`src/gpca_pkg.sv`:
```
// Package for the gated pulse count accumulator.
// Holds the word types, configuration codes and window conversion constants.
// No dependencies.
`timescale 1ns / 1ps

package gpca_pkg;

	// Field widths
	localparam int HW_COUNT_WIDTH = 16;
	localparam int TOTAL_W        = 32;
	localparam int FOLD_W         = 15;
	localparam int WINDOW_W       = 15;
	localparam int DEBOUNCE_W     = 24;
	localparam int CFG_DATA_W     = 24;
	localparam int CFG_IDX_W      = 2;

	// Register indexes on the configuration port
	localparam logic [CFG_IDX_W-1:0] CFG_ACTIVE_HIGH    = 2'd0;
	localparam logic [CFG_IDX_W-1:0] CFG_DEBOUNCE_US    = 2'd1;
	localparam logic [CFG_IDX_W-1:0] CFG_FOLD_THRESHOLD = 2'd2;

	// Reset values of the registers
	localparam logic                RST_ACTIVE_HIGH    = 1'b1;
	localparam logic [FOLD_W-1:0]   RST_FOLD_THRESHOLD = 15'd16384;

	// ceil(us / 1000) = ((us + 999) * RECIP_1000) >> RECIP_SHIFT, exact for sums below 2^25
	localparam int                  ROUND_W     = DEBOUNCE_W + 1;
	localparam logic [ROUND_W-1:0]  ROUND_UP    = 25'd999;
	localparam int                  RECIP_W     = 26;
	localparam logic [RECIP_W-1:0]  RECIP_1000  = 26'd34359739;
	localparam int                  RECIP_SHIFT = 35;

	// Input word: one sample
	typedef struct packed {
		logic [31:0]                       now_ms;
		logic signed [HW_COUNT_WIDTH-1:0]  hw_count;
		logic                              pin_level;
	} sample_t;

	// Output word: one result
	typedef struct packed {
		logic               logical_on;
		logic [TOTAL_W-1:0] accepted_pulses;
		logic [TOTAL_W-1:0] raw_pulses;
		logic [TOTAL_W-1:0] ignored_pulses;
		logic [TOTAL_W-1:0] samples_taken;
		logic [TOTAL_W-1:0] folds_done;
		logic [TOTAL_W-1:0] last_accept_ms;
		logic               clear_request;
	} result_t;

	// Settings as seen by the update logic
	typedef struct packed {
		logic                active_high;
		logic [WINDOW_W-1:0] window_ms;
		logic [FOLD_W-1:0]   fold_threshold;
	} cfg_t;

endpackage

```
`src/gpca_cfg.sv`:
```
// Configuration registers of the gated pulse count accumulator.
// Converts the debounce time to whole milliseconds at write time.
// Depends on gpca_pkg.
`timescale 1ns / 1ps

module gpca_cfg (
	input  logic                                 clk,
	input  logic                                 arst_n,
	input  logic                                 cfg_we,
	input  logic [gpca_pkg::CFG_IDX_W-1:0]       cfg_index,
	input  logic [gpca_pkg::CFG_DATA_W-1:0]      cfg_wdata,
	output gpca_pkg::cfg_t                       cfg
);

	logic [gpca_pkg::ROUND_W-1:0]                        round_sum;
	logic [gpca_pkg::ROUND_W+gpca_pkg::RECIP_W-1:0]      recip_prod;
	logic [gpca_pkg::WINDOW_W-1:0]                       window_new;
	gpca_pkg::cfg_t                                      cfg_q;

	// Round up to ms with a reciprocal multiply
	always_comb begin
		round_sum  = gpca_pkg::ROUND_W'(cfg_wdata[gpca_pkg::DEBOUNCE_W-1:0])
			+ gpca_pkg::ROUND_UP;
		recip_prod = (gpca_pkg::ROUND_W+gpca_pkg::RECIP_W)'(round_sum)
			* (gpca_pkg::ROUND_W+gpca_pkg::RECIP_W)'(gpca_pkg::RECIP_1000);
		window_new = recip_prod[gpca_pkg::RECIP_SHIFT+gpca_pkg::WINDOW_W-1:gpca_pkg::RECIP_SHIFT];
	end

	// Register writes
	always_ff @(posedge clk or negedge arst_n) begin
		if (!arst_n) begin
			cfg_q.active_high    <= gpca_pkg::RST_ACTIVE_HIGH;
			cfg_q.window_ms      <= '0;
			cfg_q.fold_threshold <= gpca_pkg::RST_FOLD_THRESHOLD;
		end else if (cfg_we) begin
			unique case (cfg_index)
				gpca_pkg::CFG_ACTIVE_HIGH: begin
					cfg_q.active_high <= cfg_wdata[0];
				end
				gpca_pkg::CFG_DEBOUNCE_US: begin
					cfg_q.window_ms <= window_new;
				end
				gpca_pkg::CFG_FOLD_THRESHOLD: begin
					cfg_q.fold_threshold <= cfg_wdata[gpca_pkg::FOLD_W-1:0];
				end
				default: begin
					// unknown index: write ignored
				end
			endcase
		end
	end

	assign cfg = cfg_q;

endmodule

```
`src/gpca_core.sv`:
```
// Update logic and running state of the gated pulse count accumulator.
// Takes one sample per enabled cycle and produces its result word.
// Depends on gpca_pkg.
`timescale 1ns / 1ps

module gpca_core (
	input  logic                 clk,
	input  logic                 arst_n,
	input  logic                 en,
	input  gpca_pkg::sample_t    sample,
	input  gpca_pkg::cfg_t       cfg,
	output gpca_pkg::result_t    result
);

	localparam int HW = gpca_pkg::HW_COUNT_WIDTH;
	localparam int TW = gpca_pkg::TOTAL_W;

	// Running state
	logic signed [HW-1:0] prev_hw_q;
	logic [TW-1:0]        idle_since_q;
	logic                 armed_q;
	logic [TW-1:0]        acc_q;
	logic [TW-1:0]        raw_q;
	logic [TW-1:0]        ign_q;
	logic [TW-1:0]        smp_q;
	logic [TW-1:0]        fold_q;
	logic [TW-1:0]        acc_time_q;

	// Next-state values
	logic signed [HW:0]   hw_x;
	logic signed [HW:0]   thr_x;
	logic signed [HW:0]   delta;
	logic                 on;
	logic                 fold;
	logic                 pos;
	logic                 win_zero;
	logic [TW-1:0]        d32;
	logic [TW-1:0]        idle_n;
	logic                 armed_n;
	logic [TW-1:0]        acc_n;
	logic [TW-1:0]        raw_n;
	logic [TW-1:0]        ign_n;
	logic [TW-1:0]        acc_time_n;

	// Polarity, fold test and count delta
	always_comb begin
		on       = cfg.active_high ? sample.pin_level : ~sample.pin_level;
		hw_x     = {sample.hw_count[HW-1], sample.hw_count};
		thr_x    = $signed({{(HW+1-gpca_pkg::FOLD_W){1'b0}}, cfg.fold_threshold});
		fold     = (hw_x >= thr_x) || (hw_x <= -thr_x);
		delta    = hw_x - {prev_hw_q[HW-1], prev_hw_q};
		pos      = !delta[HW] && (delta != '0);
		d32      = TW'(delta[HW-1:0]);
		win_zero = (cfg.window_ms == '0);
	end

	// Idle timer, gate and totals
	always_comb begin
		idle_n     = idle_since_q;
		armed_n    = armed_q;
		acc_n      = acc_q;
		raw_n      = raw_q;
		ign_n      = ign_q;
		acc_time_n = acc_time_q;

		if (!on) begin
			if (idle_since_q == '0) begin
				idle_n = sample.now_ms;
			end
			if (win_zero || ((sample.now_ms - idle_n) >= TW'(cfg.window_ms))) begin
				armed_n = 1'b1;
			end
		end else begin
			idle_n = '0;
		end

		if (pos) begin
			raw_n = raw_q + d32;
			priority if (win_zero) begin
				acc_n      = acc_q + d32;
				acc_time_n = sample.now_ms;
			end else if (armed_n) begin
				acc_n      = acc_q + TW'(1);
				acc_time_n = sample.now_ms;
				armed_n    = 1'b0;
				idle_n     = '0;
				ign_n      = ign_q + d32 - TW'(1);
			end else begin
				ign_n = ign_q + d32;
			end
		end
	end

	// State update per sample
	always_ff @(posedge clk or negedge arst_n) begin
		if (!arst_n) begin
			prev_hw_q    <= '0;
			idle_since_q <= '0;
			armed_q      <= 1'b0;
			acc_q        <= '0;
			raw_q        <= '0;
			ign_q        <= '0;
			smp_q        <= '0;
			fold_q       <= '0;
			acc_time_q   <= '0;
		end else if (en) begin
			prev_hw_q    <= fold ? '0 : sample.hw_count;
			idle_since_q <= idle_n;
			armed_q      <= armed_n;
			acc_q        <= acc_n;
			raw_q        <= raw_n;
			ign_q        <= ign_n;
			smp_q        <= smp_q + TW'(1);
			fold_q       <= fold_q + TW'(fold);
			acc_time_q   <= acc_time_n;
		end
	end

	// Result word for this sample
	always_comb begin
		result.logical_on      = on;
		result.accepted_pulses = acc_n;
		result.raw_pulses      = raw_n;
		result.ignored_pulses  = ign_n;
		result.samples_taken   = smp_q + TW'(1);
		result.folds_done      = fold_q + TW'(fold);
		result.last_accept_ms  = acc_time_n;
		result.clear_request   = fold;
	end

endmodule

```
`src/gated_pulse_count_accumulator.sv`:
```
// Top level of the gated pulse count accumulator.
// Instantiates gpca_cfg and gpca_core; depends on gpca_pkg.
//
// Usage:
//   sample channel (sample_valid / sample_ready / sample) carries one word per
//   reading: timestamp in ms, signed hardware counter value and raw pin level.
//   result channel (result_valid / result_ready / result) returns one word per
//   sample: logical level, running totals, last accept time and clear request.
//   cfg_we / cfg_index / cfg_wdata write the polarity, debounce time (us) and
//   fold threshold; write only while no sample is in flight.
// Flow: an accepted sample sits in the sample register; its result is captured
//   in the result register. Throughput: one sample per cycle while results are
//   taken; the whole update is one pass through the core between the two registers.
// Reset: all totals, the idle timer and the gate clear; polarity resets to
//   active high, debounce to zero and the fold threshold to 16384. No clearing
//   pass is needed, samples are taken right after reset.
// Stall: a held result keeps its word; the sample register still fills, then
//   sample_ready drops until the result is taken.
`timescale 1ns / 1ps

module gated_pulse_count_accumulator (
	input  logic                             clk,
	input  logic                             arst_n,
	input  logic                             sample_valid,
	output logic                             sample_ready,
	input  gpca_pkg::sample_t                sample,
	output logic                             result_valid,
	input  logic                             result_ready,
	output gpca_pkg::result_t                result,
	input  logic                             cfg_we,
	input  logic [gpca_pkg::CFG_IDX_W-1:0]   cfg_index,
	input  logic [gpca_pkg::CFG_DATA_W-1:0]  cfg_wdata
);

	gpca_pkg::cfg_t     cfg;
	gpca_pkg::sample_t  sample_s1;
	logic               valid_s1;
	gpca_pkg::result_t  core_res;
	gpca_pkg::result_t  result_s2;
	logic               valid_s2;
	logic               adv_s1;

	// Handshake: stage 1 moves when the result register is free or draining
	assign adv_s1       = valid_s1 && (!valid_s2 || result_ready);
	assign sample_ready = !valid_s1 || adv_s1;

	// Sample register
	always_ff @(posedge clk or negedge arst_n) begin
		if (!arst_n) begin
			valid_s1 <= 1'b0;
		end else if (sample_ready) begin
			valid_s1 <= sample_valid;
		end
	end

	always_ff @(posedge clk) begin
		if (sample_valid && sample_ready) begin
			sample_s1 <= sample;
		end
	end

	gpca_cfg u_cfg (
		.clk       (clk),
		.arst_n    (arst_n),
		.cfg_we    (cfg_we),
		.cfg_index (cfg_index),
		.cfg_wdata (cfg_wdata),
		.cfg       (cfg)
	);

	gpca_core u_core (
		.clk    (clk),
		.arst_n (arst_n),
		.en     (adv_s1),
		.sample (sample_s1),
		.cfg    (cfg),
		.result (core_res)
	);

	// Result register
	always_ff @(posedge clk or negedge arst_n) begin
		if (!arst_n) begin
			valid_s2 <= 1'b0;
		end else if (!valid_s2 || result_ready) begin
			valid_s2 <= valid_s1;
		end
	end

	always_ff @(posedge clk) begin
		if (adv_s1) begin
			result_s2 <= core_res;
		end
	end

	assign result_valid = valid_s2;
	assign result       = result_s2;

endmodule

```
`config.mk`:
```
export PLATFORM = sky130hd
export DESIGN_NAME = gated_pulse_count_accumulator
export DESIGN_NICKNAME = d
export VERILOG_FILES = /design/src/gpca_pkg.sv /design/src/gpca_cfg.sv /design/src/gpca_core.sv /design/src/gated_pulse_count_accumulator.sv
export SDC_FILE = /design/constraint.sdc
export NUM_CORES = 2
export LEC_CHECK = 0
export BUFFER_PORTS_ARGS = -buffer_cell sky130_fd_sc_hd__buf_2
export CORE_AREA = 2 2 272 274
export CTS_BUF_LIST = sky130_fd_sc_hd__clkbuf_16
export DETAILED_ROUTE_END_ITERATION = 8
export DIE_AREA = 0 0 274 276
export GPL_ROUTABILITY_DRIVEN = 0
export GPL_TIMING_DRIVEN = 0
export HOLD_SLACK_MARGIN = 0.03
export PLACE_DENSITY_LB_ADDON = 0.15
export SETUP_SLACK_MARGIN = 0.15
export SYNTH_ARGS = -nofsm -noshare
export SYNTH_HDL_FRONTEND = slang
export SYNTH_SLANG_ARGS = --single-unit
```
`constraint.sdc`:
```
create_clock -name clk -period 12.4 [get_ports clk]
set_clock_uncertainty 0.2 [all_clocks]
set_input_delay 1.24 -clock clk [delete_from_list [all_inputs] [get_ports clk]]
set_output_delay 1.24 -clock clk [all_outputs]
set_load 0.01 [all_outputs]
```
Yosys cells after proc, flatten, opt, wreduce, memory -nomap -nowiden
Index checks and enable logic that the tools add are counted.
{"block": "op_classes", "addsub": 11, "mul": 1, "magnitude_cmp": 3, "n_eq_ne": 2, "mux": 22, "n_bitwise": 1, "n_reduce_logical": 17}
{"cell": "32-bit 2-to-1 mux", "n": 16}
{"cell": "32-bit by 16-bit adder with 32-bit output", "n": 3}
{"cell": "32-bit by 1-bit adder with 32-bit output (second input constant)", "n": 2}
{"cell": "25-bit by 26-bit multiplier with 50-bit output (second input constant)", "n": 1}
{"cell": "32-bit by 1-bit adder with 32-bit output", "n": 1}
{"cell": "32-bit by 15-bit >= comparator with 1-bit output", "n": 1}
{"cell": "32-bit logical NOT", "n": 1}
{"cell": "32-bit by 1-bit subtractor with 32-bit output (second input constant)", "n": 1}
{"cell": "32-bit subtractor", "n": 1}
{"cell": "24-bit by 10-bit adder with 25-bit output (second input constant)", "n": 1}
{"cell": "16-bit by 17-bit <= comparator with 1-bit output", "n": 1}
{"cell": "15-bit negation with 17-bit output", "n": 1}
{"cell": "17-bit nonzero test", "n": 1}
{"cell": "16-bit by 16-bit subtractor with 17-bit output", "n": 1}
{"cell": "16-bit >= comparator", "n": 1}
{"cell": "16-bit 2-to-1 mux", "n": 1}
{"cell": "15-bit logical NOT", "n": 1}
{"cell": "2-bit AND reduction", "n": 3}
{"cell": "1-bit 2-to-1 mux", "n": 5}
{"cell": "1-bit logical OR", "n": 4}
{"cell": "1-bit logical AND", "n": 3}
{"cell": "1-bit logical NOT", "n": 3}
{"cell": "2-bit by 1-bit == test with 1-bit output (second input constant)", "n": 1}
{"cell": "2-bit == test (second input constant)", "n": 1}
{"cell": "other kinds (2)", "n": 2}
{"block": "word_totals", "regBits": 517, "in_bits": 80, "out_inout_bits": 196, "wordCells": 82}

Depth between registers and ports, before layout
{"block": "depth", "word_depth": 11, "mapped_depth": 34}

Cells and area by module
Synthesis repeated with hierarchy kept, for this count alone.
{"block": "unflattened", "hier_cells": 3850, "area_unflattened_um2": 39555.4}
{"mod": "gpca_core", "n_inst": 1, "cells_per_inst": 2428, "area_each_um2": 20688.6, "seq_area_each_um2": 6030.8}
{"mod": "gpca_cfg", "n_inst": 1, "cells_per_inst": 1171, "area_each_um2": 11466.0, "seq_area_each_um2": 778.2}
{"mod": "gated_pulse_count_accumulator", "n_inst": 1, "cells_per_inst": 251, "area_each_um2": 7400.8, "seq_area_each_um2": 7347.0}

Worst setup path after synthesis
OpenSTA, ideal clock, no wires.
{"block": "synth_path", "path_kind": "input to register", "start": "input port cfg_wdata[0] (netlist bit)", "end": "register u_cfg.cfg_q (netlist bit u_cfg.cfg[28])", "setup_time_ns": 0.135, "arrival_time_ns": 9.539, "required_ns": 12.065, "setup_slack_ns": 2.526, "stages": 29, "path_buffers": 0, "cell_sequence": "inv_1 > ha_1 > a21oi_1 > nor3_1 > nor2b_1 > nand4_1 > nor4_1 > fa_1 > fa_1 > fa_1 > inv_1 > fa_1 > fa_1 > inv_1 > fa_1 > fa_1 > inv_1 > ha_1 > a21oi_1 > nand2_1 > a221oi_1 > o2111ai_1 > a41oi_1 > nor2b_1 > a41oi_1 > a21oi_1 > a311oi_1 > xor2_1 > o21ai_0"}
{"block": "synth_between", "elab_chain_len": 2}
{"element": "start: declaration", "line_no": "gated_pulse_count_accumulator.sv:32", "text": "input logic [gpca_pkg::CFG_DATA_W-1:0] cfg_wdata"}
{"element": "24-bit by 10-bit adder with 25-bit output", "line_no": "gpca_cfg.sv:23", "text": "+ gpca_pkg::ROUND_UP;"}
{"element": "25-bit by 26-bit multiplier with 50-bit output", "line_no": "gpca_cfg.sv:25", "text": "* (gpca_pkg::ROUND_W+gpca_pkg::RECIP_W)'(gpca_pkg::RECIP_1000);"}
{"element": "end: declaration", "line_no": "gpca_cfg.sv:18", "text": "gpca_pkg::cfg_t cfg_q;"}
No other way between the ends.
A chain may end at the register's enable or synchronous reset.

Worst setup path in the final report
Same ends and word-level chain as after synthesis.

==> metrics.yaml <==
grt:
  grt.met1_usage_pct: 38.8
  grt.overflow.total: 0
  grt_max_degree: 106
  gr-max-usage-layer: "met2"
  groute.layer.met2.usage_pct: 43.5
  grt_pass1_vias: 29556
  antenna_found_initial: 4
  grt_pass1_wl_um: 163000
  grtUsageTotal_pct: 27.2
  grt_util_met3_pct: 3.99
setup_path:
  cp_top_family: "adder cells"
  cp_num_cells: 33
  cp_max_fo: 11
  required_ns: 12.69
  critical_path_arrival_ns: 11.27
  cp-end-kind: "register"
  critPathKind: "input pin to register"
  slowest_stage: "xor2_1"
  crit_buf_inv: 6
  reg2reg_depth: 26
  slowest_delay_ns: 0.84
  crit_top_cell: "fa_1"
  worstSetupStartpointType: "input pin"
floorplan:
  fp.dieW_um: 274
  io_pins: 276
  core_um2: 72600
  die_area_um2: 75600
  rows: 99
  start_util_pct: 54.6
  die_h_um: 276
sta:
  setup_viol: 0
  drv_slew: 0
  hold_viol: 0
  hold_ws_ns: 0.270
  maxClockFrequency_mhz: 91.0
  period_share_pct: 88.6
  slew_headroom_pct: 11.3
  tightestPinTransition_ns: 1.32
  min_period_ns: 10.98
  finalSetupTns_ns: 0
  rsz0062_at_grt: "no"
synthesis:
  synth_cell_types: 92
  synthCells: 3954
  yosys_warnings: 0
  synth_edf_count: 243
  netlist_area_um2: 39700
  syn_avg_cell_area_um2: 10.0
  seq_area_frac_synth_pct: 35.7
  ys_ff_latch: 517
  synth_fp_nets: 4644
  async_flop_share_pct: 53.0
  synthFlopType: "dfrtp_1"
final_layout:
  multi_input_area_um2: 23200
  final_util_pct: 61.1
  nFillCells: 6192
  layout-drive-gt1-share_pct: 12.6
  num-nets-final: 4988
  final-seq-area_um2: 14200
  final_cell_area_um2: 44400
  syn2layout_area_growth_pct: 11.9
placed_design:
  port_buffers: 275
  hpwl_um: 80400
  placedInstanceArea_um2: 42500
cts:
  post-cts-setup-buffers: 0
  cts_max_level: 2
  cts_resized: 0
  clk_pin_slew_ns: 0.06
  cts_tree: "done"
  cts_sinks: 517
  clkLatencyLatePin_ns: 0.63
  hold_buffers: 0
  cts_buffer_depth: 3
  cts_inserted_buffers: 55
  root_buffer: "clkbuf_16"
drt:
  finalWirelength_um: 103000
  vias_per_cell: 5.69
  dr.pass1.iters: 6
  drt_iter0_markers: 2493
  ant_nets: 0
  wl_per_cell_um: 19.3
  drcViolationCount: 0
  vias: 30229
worst_hold_path:
  hold_path_class: "register to register"
  holdPathStages: 1
power:
  ir_drop_uv: 342
  power_density_nw_per_um2: 273
  p_leak_nw: 20.6
flow_run:
  max_cap_violations: 0
run_status:
  status: "finished, final reports clean"
per-stage QoR:
stage	total power, mW	setup slack [ns]	cells
after detailed placement	10.3	0.791	5199
after global placement	10.2	0.408	5188
after CTS	12.1	1.46	5303
final	12.1	1.42	5309
after floorplan	8.30	2.53	3954
after global routing	13.3	0.853	5308
flip-flops by register name, summed over array words and instances (netlist names), 32 cells and up:
register             flops
result                 194
u_core.acc_q            32
u_core.acc_time_q       32
sample_s1               49
u_core.ign_q            32
u_core.smp_q            32
u_core.fold_q           32
u_core.idle_since_q     32
u_core.raw_q            32
metal layers:
layer	part of all wire, %	wire length [um]
met1	45	46300
met2	46	47100
met4	2.5	2550
met5	0	0
met3	6.5	6660
power by group:
| part | internal, mW | total, mW | leakage (nW) | switching, mW |
|---|---|---|---|---|
| Combinational | 3.20 | 7.94 | 13.7 | 4.74 |
| Clock | 0.993 | 1.71 | 0.966 | 0.717 |
| Sequential | 2.23 | 2.45 | 5.93 | 0.227 |
kinds of logic (layout without fill, tap and decap cells):
group | count (synthesis) | after routing | share of synthesized area, %
xor+xnor | 329 | 329 | 7.26
fa+ha+maj | 610 | 610 | 23.3
compound gates | 653 | 653 | 11.0
flops | 517 | 517 | 35.7
buf+inv | 592 | 983 | 5.86
other cells | 0 | 5 | 0
simple gates | 1137 | 1137 | 13.7
mux | 116 | 116 | 3.24
synth_stat cells (125+ instances only):
cell,number,area [um^2]
inv_1,466,1750
nand2_1,422,1580
ha_1,398,4980
dfrtp_1,272,6810
edfxtp_1,243,7300
fa_1,212,4240
xnor2_1,204,1790
nor2_1,193,724
a21oi_1,173,866
o21ai_0,131,656
nand3_1,125,626
xor2_1,125,1090
cells in the final DEF (no fill, tap or decap), types with 41 or more instances in the layout:
cell and instances:
a21o_1 42, a21oi_1 173, and3_1 57, buf_2 288
clkbuf_1 87, clkbuf_16 56, dfrtp_1 272, edfxtp_1 243
fa_1 212, ha_1 398, inv_1 478, mux2_2 98
nand2_1 422, nand3_1 125, nand4_1 61, nor2_1 193
nor3_1 77, o21ai_0 131, o31ai_1 41, xnor2_1 203
xor2_1 125
layout make-up:
type | instances | area share, %
diodes | 5 | 0.0282
multi-input cells | 2845 | 52.3
flip-flops and latches | 517 | 31.9
repair buffers | 287 | 3.59
well taps | 959 | 2.70
inverters | 467 | 3.95
plain buffers | 125 | 1.29
clock buffers | 56 | 3.16
clock inverters | 48 | 1.09
worst register-to-register path: stages, from the launching register on:
cell	delay, ns
dfrtp_1	0.40
nor4_1	0.59
nand4_1	0.36
nor2_1	0.35
clkbuf_1	0.48
a21oi_1	0.24
fa_1	0.49
a211o_1	0.37
a211oi_1	0.39
nor4_1	0.15
or3_1	0.42
xor2_1	0.17
ha_1	0.32
inv_1	0.06
o32ai_1	0.05
or4_1	0.47
nor4_1	0.31
o2111ai_1	0.16
nor4bb_1	0.27
nand4_1	0.14
or4_1	0.53
buf_6	0.19
buf_6	0.17
buf_2	0.22
a31oi_1	0.24
nand2_1	0.08
a21oi_1	0.49
final timing paths:
path / slack [ns] / startpoint / endpoint
max: 1.42 / cfg_wdata[0] / u_cfg.cfg[28]
min: 0.27 / u_core.acc_q[19] / u_core.acc_q[19]
max reg2reg: 3.83 / u_core.idle_since_q[31] / result[165]
min reg2reg: 0.27 / u_core.acc_q[19] / u_core.acc_q[19]
max in group asynchronous: 10.08 / arst_n / u_core.smp_q[26]
min in group asynchronous: 0.47 / arst_n / u_core.acc_time_q[16]
Note: power is estimated with default switching activity, not from simulation.
